### src/rtl/core/msc_dgf_pkg.sv
// ----------------------------------------------------------------------------
// msc_dgf_pkg
// Types, constants and the crc helper shared by the data group framer.
// ----------------------------------------------------------------------------
package msc_dgf_pkg;

    localparam int unsigned HDR_LEN = 9;

    localparam logic [15:0] CRC_INIT = 16'hFFFF;
    localparam logic [15:0] CRC_POLY = 16'h1021;

    // ext=0, crc=1, seg=1, acc=1 in the upper nibble of the first byte
    localparam logic [3:0] HDR_FLAGS = 4'h7;
    // rfa=0, tid flag=1, length id=2
    localparam logic [7:0] HDR_ACC_BYTE = 8'h12;

    typedef struct packed {
        logic        start_group;
        logic [3:0]  group_type;
        logic [14:0] segment_index;
        logic        last_segment;
        logic [15:0] transport_id;
        logic [12:0] segment_length;
        logic [7:0]  payload_byte;
    } t_in_item;

    typedef struct packed {
        logic [7:0] out_byte;
        logic       run_end;
        logic       group_end;
        logic       stray_error;
    } t_out_item;

    typedef enum logic [1:0] {
        PH_HDR,
        PH_BODY,
        PH_CRC_HI,
        PH_CRC_LO
    } t_phase;

    // one emitted byte and the framer state that follows it
    typedef struct packed {
        t_out_item   res;
        t_phase      nxt_phase;
        logic [3:0]  nxt_cnt;
        logic [15:0] nxt_crc;
        logic [12:0] nxt_left;
        logic        nxt_open;
        logic        done;
    } t_step;

    // crc-16 ccitt, msb first, one byte
    function automatic logic [15:0] crc_byte(input logic [15:0] c, input logic [7:0] b);
        logic [15:0] v;
        v = c ^ {b, 8'h00};
        for (int i = 0; i < 8; i++) begin
            v = v[15] ? ({v[14:0], 1'b0} ^ CRC_POLY) : {v[14:0], 1'b0};
        end
        return v;
    endfunction

endpackage

### src/rtl/core/msc_dgf_step.sv
// ----------------------------------------------------------------------------
// msc_dgf_step
// Works out the next framed byte of the item in flight and the state after it.
// ----------------------------------------------------------------------------
module msc_dgf_step (
    input  msc_dgf_pkg::t_in_item i_item,
    input  msc_dgf_pkg::t_phase   i_phase,
    input  logic [3:0]            i_cnt,
    input  logic [15:0]           i_crc,
    input  logic [12:0]           i_left,
    input  logic                  i_open,
    output msc_dgf_pkg::t_step    o_step
);

    logic [7:0]  hdr_byte;
    logic [15:0] crc_base;
    logic [12:0] left_dec;

    always_comb begin
        unique case (i_cnt)
            4'd0:    hdr_byte = {msc_dgf_pkg::HDR_FLAGS, i_item.group_type};
            4'd1:    hdr_byte = {i_item.segment_index[3:0], 4'h0};
            4'd2:    hdr_byte = {i_item.last_segment, i_item.segment_index[14:8]};
            4'd3:    hdr_byte = i_item.segment_index[7:0];
            4'd4:    hdr_byte = msc_dgf_pkg::HDR_ACC_BYTE;
            4'd5:    hdr_byte = i_item.transport_id[15:8];
            4'd6:    hdr_byte = i_item.transport_id[7:0];
            4'd7:    hdr_byte = {3'b000, i_item.segment_length[12:8]};
            4'd8:    hdr_byte = i_item.segment_length[7:0];
            default: hdr_byte = 8'h00;
        endcase
    end

    // a new header restarts the crc regardless of any abandoned group
    assign crc_base = (i_cnt == 4'd0) ? msc_dgf_pkg::CRC_INIT : i_crc;
    assign left_dec = i_left - 13'd1;

    always_comb begin
        o_step.res       = '0;
        o_step.nxt_phase = i_phase;
        o_step.nxt_cnt   = i_cnt;
        o_step.nxt_crc   = i_crc;
        o_step.nxt_left  = i_left;
        o_step.nxt_open  = i_open;
        o_step.done      = 1'b0;
        unique case (i_phase)
            msc_dgf_pkg::PH_HDR: begin
                o_step.res.out_byte = hdr_byte;
                o_step.nxt_crc      = msc_dgf_pkg::crc_byte(crc_base, hdr_byte);
                if (i_cnt == 4'(msc_dgf_pkg::HDR_LEN - 1)) begin
                    o_step.nxt_open  = 1'b1;
                    o_step.nxt_left  = i_item.segment_length;
                    o_step.nxt_phase = (i_item.segment_length == '0) ?
                                       msc_dgf_pkg::PH_CRC_HI : msc_dgf_pkg::PH_BODY;
                end else begin
                    o_step.nxt_cnt = i_cnt + 4'd1;
                end
            end
            msc_dgf_pkg::PH_BODY: begin
                if (!i_open) begin
                    // stray byte: flagged and dropped
                    o_step.res.stray_error = 1'b1;
                    o_step.res.run_end     = 1'b1;
                    o_step.done            = 1'b1;
                end else begin
                    o_step.res.out_byte = i_item.payload_byte;
                    o_step.nxt_crc  = msc_dgf_pkg::crc_byte(i_crc, i_item.payload_byte);
                    o_step.nxt_left = left_dec;
                    if (left_dec == '0) begin
                        o_step.nxt_phase = msc_dgf_pkg::PH_CRC_HI;
                    end else begin
                        o_step.res.run_end = 1'b1;
                        o_step.done        = 1'b1;
                    end
                end
            end
            msc_dgf_pkg::PH_CRC_HI: begin
                o_step.res.out_byte = ~i_crc[15:8];
                o_step.nxt_phase    = msc_dgf_pkg::PH_CRC_LO;
            end
            msc_dgf_pkg::PH_CRC_LO: begin
                o_step.res.out_byte  = ~i_crc[7:0];
                o_step.res.group_end = 1'b1;
                o_step.res.run_end   = 1'b1;
                o_step.nxt_open      = 1'b0;
                o_step.nxt_left      = '0;
                o_step.nxt_crc       = msc_dgf_pkg::CRC_INIT;
                o_step.done          = 1'b1;
            end
            default: begin
                o_step.done = 1'b1;
            end
        endcase
    end

endmodule

### src/rtl/core/msc_data_group_framer_unit.sv
// ----------------------------------------------------------------------------
// msc_data_group_framer_unit
// Frames payload bytes into msc data groups: header, payload, crc-16.
// ----------------------------------------------------------------------------
// The block emits one framed byte per clock, while the output is not stalled,
// through a single output register. An input item is held in an input register
// while its bytes go out: a byte that opens a group gives the HDR_LEN header
// bytes, its payload byte when the segment length is not zero, and the two crc
// bytes when the group closes; a stray byte gives one flagged result, and a
// plain payload byte gives its byte, then the two crc bytes if it ends a group.
// The next item is taken in the same cycle that the last byte of the current
// one enters the output register: unless the output stalls, payload bytes run at
// one byte per clock and the input stalls only around headers and crc bytes.
module msc_data_group_framer_unit (
    input  logic                   i_clk,
    input  logic                   i_rst_n,
    input  logic                   i_in_vld,
    output logic                   o_in_stall,
    input  msc_dgf_pkg::t_in_item  i_in_data,
    output logic                   o_out_vld,
    input  logic                   i_out_stall,
    output msc_dgf_pkg::t_out_item o_out_data
);

    logic                   r_in_vld;
    msc_dgf_pkg::t_in_item  r_item;
    msc_dgf_pkg::t_phase    r_phase;
    logic [3:0]             r_cnt;
    logic [15:0]            r_crc;
    logic [12:0]            r_left;
    logic                   r_open;
    logic                   r_out_vld;
    msc_dgf_pkg::t_out_item r_out;

    msc_dgf_pkg::t_step     step;
    logic                   advance;
    logic                   in_take;

    msc_dgf_step u_step (
        .i_item  (r_item),
        .i_phase (r_phase),
        .i_cnt   (r_cnt),
        .i_crc   (r_crc),
        .i_left  (r_left),
        .i_open  (r_open),
        .o_step  (step)
    );

    assign advance    = r_in_vld && (!r_out_vld || !i_out_stall);
    assign o_in_stall = r_in_vld && !(advance && step.done);
    assign in_take    = i_in_vld && !o_in_stall;

    always_ff @(posedge i_clk) begin
        if (!i_rst_n) begin
            r_in_vld  <= 1'b0;
            r_phase   <= msc_dgf_pkg::PH_BODY;
            r_cnt     <= '0;
            r_crc     <= msc_dgf_pkg::CRC_INIT;
            r_left    <= '0;
            r_open    <= 1'b0;
            r_out_vld <= 1'b0;
        end else begin
            if (in_take) begin
                r_in_vld <= 1'b1;
                r_phase  <= i_in_data.start_group ? msc_dgf_pkg::PH_HDR
                                                  : msc_dgf_pkg::PH_BODY;
                r_cnt    <= '0;
            end else if (advance) begin
                r_in_vld <= !step.done;
                r_phase  <= step.nxt_phase;
                r_cnt    <= step.nxt_cnt;
            end
            if (advance) begin
                r_crc     <= step.nxt_crc;
                r_left    <= step.nxt_left;
                r_open    <= step.nxt_open;
                r_out_vld <= 1'b1;
            end else if (!i_out_stall) begin
                r_out_vld <= 1'b0;
            end
        end
    end

    always_ff @(posedge i_clk) begin
        if (in_take) begin
            r_item <= i_in_data;
        end
        if (advance) begin
            r_out <= step.res;
        end
    end

    assign o_out_vld  = r_out_vld;
    assign o_out_data = r_out;

    // the closing crc byte always ends the run of its item
    a_gend_run_end: assert property (@(posedge i_clk) disable iff (!i_rst_n)
        o_out_vld && o_out_data.group_end |-> o_out_data.run_end)
        else $error("group end without run end");

    // a stray result carries a zero byte, no group end, and ends its run
    a_stray_form: assert property (@(posedge i_clk) disable iff (!i_rst_n)
        o_out_vld && o_out_data.stray_error |->
            o_out_data.run_end && !o_out_data.group_end && (o_out_data.out_byte == 8'h00))
        else $error("malformed stray result");

    // with no group open there is nothing left to count
    a_closed_empty: assert property (@(posedge i_clk) disable iff (!i_rst_n)
        !r_open |-> (r_left == '0))
        else $error("bytes left while no group open");

    // header counter stays inside the header
    a_cnt_range: assert property (@(posedge i_clk) disable iff (!i_rst_n)
        r_cnt <= 4'(msc_dgf_pkg::HDR_LEN - 1))
        else $error("header counter out of range");

    // a crc byte is only sent while a group is open
    a_crc_open: assert property (@(posedge i_clk) disable iff (!i_rst_n)
        r_in_vld && (r_phase == msc_dgf_pkg::PH_CRC_HI || r_phase == msc_dgf_pkg::PH_CRC_LO)
            |-> r_open)
        else $error("crc phase with no group open");

endmodule
### config.mk
export PLATFORM = sky130hd
export DESIGN_NAME = msc_data_group_framer_unit
export DESIGN_NICKNAME = d
export VERILOG_FILES = /design/src/rtl/core/msc_dgf_pkg.sv /design/src/rtl/core/msc_dgf_step.sv /design/src/rtl/core/msc_data_group_framer_unit.sv
export SDC_FILE = /design/constraint.sdc
export NUM_CORES = 1
export LEC_CHECK = 0
export BUFFER_PORTS_ARGS = -buffer_cell sky130_fd_sc_hd__buf_2
export CAP_MARGIN = 20
export CORE_MARGIN = 2
export CORE_UTILIZATION = 47
export DETAILED_ROUTE_END_ITERATION = 16
export PLACE_DENSITY = 0.74
export SLEW_MARGIN = 30
export SYNTH_ARGS = -nofsm -noshare
export SYNTH_HDL_FRONTEND = slang
export SYNTH_HIERARCHICAL = 1
export SYNTH_SLANG_ARGS = --single-unit
### constraint.sdc
create_clock -name i_clk -period 6.6 [get_ports i_clk]
set_input_delay 1.65 -clock i_clk [delete_from_list [all_inputs] [get_ports i_clk]]
set_output_delay 1.65 -clock i_clk [all_outputs]
set_load 0.02 [all_outputs]
### Word level (Yosys, flattened, before mapping)

Cells that the tools add are included.
Widths: inputs -> output; s select.

* word-level logic and storage cells: 123
* bits in registers: 106
* input port bits: 62

* bitwise logic cells: 22
* $add $sub $neg: 2
* equal/unequal tests: 17
* muxes and demuxes: 41
* reduce and logical (&&, ||, !) cells: 24

Operator list (number)
* $mux 13: 16
* $pmux 29 s3: 1
* $pmux 8 s9: 1
* $not 3->3: 16
* $pmux 8 s4: 1
* $xor 16x16->16: 2
* $mux 29: 1
* $logic_not 13->1: 2
* $eq 4x3->1 const B: 4
* $mux 16: 1
* $not 8->8: 2
* $mux 14: 1
* $sub 13x1->13 const B: 1
* $mux 2: 6
* $mux 1: 9
* $reduce_and 3->1: 3
* $eq 4x2->1 const B: 2
* $mux 8: 1
* $ne 3x2->1 const B: 2
* $pmux 2 s3: 1
* $logic_not 1->1: 5
* $reduce_and 5->1: 1
* $add 4x1->4 const B: 1
* $eq 2x2->1 const B: 2
* other kinds (17): 24

### Longest topological paths before layout

* word-level depth: 20
* gate-level depth with buffers: 12

### By module

Netlist, hierarchy kept.

By module, submodules not included
* msc_data_group_framer_unit: instances 1, seq. area each 2832.7 um2, area each 3465.8 um2, cells each 237
* msc_dgf_step: instances 1, seq. area each 0.0 um2, area each 2698.8 um2, cells each 412

### Least setup slack after synthesis

No wires, ideal clock.

* kind: input-to-reg
* start point: in i_out_stall
* end point: reg r_item[0] (netlist bit) (enable)
* slack: 1.596 ns
* data required time: 6.126 ns
* stages: 3
* buffers on the path: 0
* arrival time: 4.530 ns
* cell sequence: nand2_1 -> a21boi_0 -> nor2_1

* word-level cells in the longest chain between the ends: 8

Ends and longest elaborated chain
* start, declared: line msc_data_group_framer_unit.sv:21 `input logic i_out_stall,`
* $logic_not 1->1
* $logic_or 1x1->1: line msc_data_group_framer_unit.sv:49 `assign advance = r_in_vld && (!r_out_vld || !i_out_stall);`
* $logic_and 1x1->1: line msc_data_group_framer_unit.sv:49
* $logic_and 1x1->1: line msc_data_group_framer_unit.sv:50 `assign o_in_stall = r_in_vld && !(advance && step.done);`
* $logic_not 1->1: line msc_data_group_framer_unit.sv:50
* $logic_and 1x1->1: line msc_data_group_framer_unit.sv:50
* via o_in_stall: line msc_data_group_framer_unit.sv:18 `output logic o_in_stall,`
* $logic_not 1->1: line msc_data_group_framer_unit.sv:51 `assign in_take = i_in_vld && !o_in_stall;`
* $logic_and 1x1->1: line msc_data_group_framer_unit.sv:51
* via in_take: line msc_data_group_framer_unit.sv:37 `logic in_take;`
* end signal, assigned: line msc_data_group_framer_unit.sv:86 `r_item <= i_in_data;`
* end, declared: line msc_data_group_framer_unit.sv:26 `msc_dgf_pkg::t_in_item r_item;`

The timed path passes the listed nets, and every way through them passes these cells.
A chain may end at the register's enable or synchronous reset.

==> reports/results.txt <==
Die Ht: 118 um
Initial Utilization: 0.484
Pwr Density: 215 nW/um^2
Largest net degree at the start of global routing: 58
Cts hold-fix bufs: 0
Worst Setup End Kind: output pin
Core box area: 12700 sq um
Mapped Cells: 648
Routability congestion estimate: 0.934
Final setup skew: 8.32 ps
CP max stage delay: 550 ps
DP HPWL: 10.6 mm
Required time of the critical path: 4950 ps
Worst Hold Class: reg -> reg
Die X: 118 um
Setup violations, final: 0
Fmax: 201 MHz
Max Cap Viol: 0
Dpl cell area: 6550 sq um
Total Power: 1.47 mW
Min cycle time layout: 4980 ps
Worst r2r src: r_left[0]
Worst Setup SP: r_left[0]
Synth Warn #: 6
Status: finished clean
Bufs on Longest Clock Path: 2
Final antenna-violating net count: 0
DRC Markers: 0
Clock transition at path regs: 70 ps
H-Tree Depth: 3
First-pass GRT wire length: 25.3 mm
Critical path's top delay family: compound AO/OA/AOI/OAI gates
Most frequent CP cell: nand2_1
Antenna cells: 0
Setup CP Type: reg -> out
Final core utilization: 0.538
Vias in the first global route: 4836
# fillers: 1168
Postcts setup bufs: 0
CP max FO: 7
Layout cells sized above 1: 0.169
Post-CTS resize count: 0
Vias: 5080
Post-route cell area: 6820 sq um
Comb power frac: 0.127
Clock Tree Root: clkbuf_16
IO Port Bufs: 74
Routed length per instance: 18.0 um
CTS tree: done
Cell row count: 41
Max-slew violation count: 0
Final Hold Vio Count: 0
# IOs: 75
Routed WL: 15.7 mm
Latest clock arrival within the worst-skew pair: 360 ps
P_int: 1.08 mW
Measured slew at the worst slew-check pin: 972 ps
Dpl cells: 857
Switch Pwr: 0.386 mW
Worst path bufs/invs: 2
Final nets: 769
DR pass1 iterations: 5
Lkg Pwr: 2.53 nW
Drt via density: 5.83
Setup TNS: 0 ps
Crit path DAT: 3330 ps
Syn-to-layout area delta: 11.2%
Startpoint types: flop
Gr ovfl total: 0
Seq pwr share: 0.527
Mapped Area: 6130 sq um
Crit path max-delay cell type: a21boi_0
Clock power share: 0.346
Slew margin rel.: 0.352
Clock sinks: 106
Hold Path Origin: r_left[5]
Syn avg cell area: 9.47 sq um
Number of DRC markers in iteration 0: 387
Num CTS Buffers: 9
Final period util: 0.755
Post-Layout Cell Count: 872
Maximum vdd drop: 0.000226 V
Initial antenna violation count: 0
Switching Share: 0.263
RSZ-0062 raised after global routing: no
Die area: 14000 sq um
Global Route Usage Sum: 0.229
Syn_nets: 721
Cell breakdown of the critical path: inv_1 -> ha_1 -> nor2b_1 -> nor4bb_1 -> a31oi_1 -> a311o_1 -> nand2_1 -> nand2_1 -> a21boi_0 -> buf_2
## power by group through the flow
stage          Clock (mW)  Combinational [mW]  Sequential [mW]
6_report            0.509               0.187            0.775
5_1_grt             0.553               0.204            0.779
4_1_cts             0.523               0.185            0.774
3_5_place_dp            0               0.185            0.789
3_3_place_gp            0               0.181            0.787
2_1_floorplan           0               0.132            0.784
## through the flow
stage | setup WS [ps] | hold WS, ps
4_1_cts | 1650 | 491
3_3_place_gp | 2210 | 475
2_1_floorplan | 1640 | 439
6_report | 1620 | 491
3_5_place_dp | 2050 | 481
5_1_grt | 1390 | 535
## worst reg2reg max path, stage by stage, from the launching register on
cell and delay (ps):
dfxtp_1 370, inv_1 100, ha_1 220, nor2b_1 330
nor4bb_1 360, a31oi_1 130, a311o_1 420, nand2_1 100
nand2_1 110, a21boi_0 560, nor2_4 30, buf_4 350
## registers in the layout, summed over array words and instances, names as in the netlist
name,count
r_item,57
r_open,1
o_out_data,11
r_in_vld,1
r_crc,16
o_out_vld,1
r_phase,2
r_cnt,4
r_left,13
## cell type report
cell class / instances / area, sq um / area share
inverter: 24 / 92.6 / 0.0136
multi-input combinational: 477 / 3040 / 0.445
clock buffer: 9 / 225 / 0.0330
sequential: 106 / 2800 / 0.411
clock inverter: 6 / 51.3 / 0.00752
timing repair buffer: 78 / 400 / 0.0587
tap: 172 / 215 / 0.0315
## final timing paths
check	endpoint	slack, ps	depth (start not counted)
worst max-delay path	o_in_stall	1620	10
worst min register to register	r_left[5]	490	2
worst max register to register	r_item[51]	3140	11
worst min-delay path	r_left[5]	490	2
## cell usage in the layout, fill, tap and decap left out, types with 5 or more instances in the layout
cell type,n
nand2_1,116
buf_2,74
edfxtp_1,68
nor2_1,43
a21oi_1,40
dfxtp_1,38
xnor2_1,33
o21ai_0,32
inv_1,23
a22oi_1,18
a221oi_1,17
nand3_1,16
xor2_1,16
ha_1,11
nor3_1,10
clkbuf_16,9
a21boi_1,8
a21boi_0,7
o21ai_1,7
o21a_1,5
a31oi_1,5
mux2i_1,5
xnor2_2,5
o22ai_1,5
## metal layers
| metal | up-vias | part of all wire | track usage |
|---|---|---|---|
| met5 | - | 0 | 0 |
| met4 | 0 | 0.018 | 0.0708 |
| met3 | 21 | 0.072 | 0.0512 |
| met2 | 244 | 0.47 | 0.370 |
| met1 | 2392 | 0.44 | 0.306 |
| li1 | 2423 | - | - |
(Power assumes the default switching activity.)
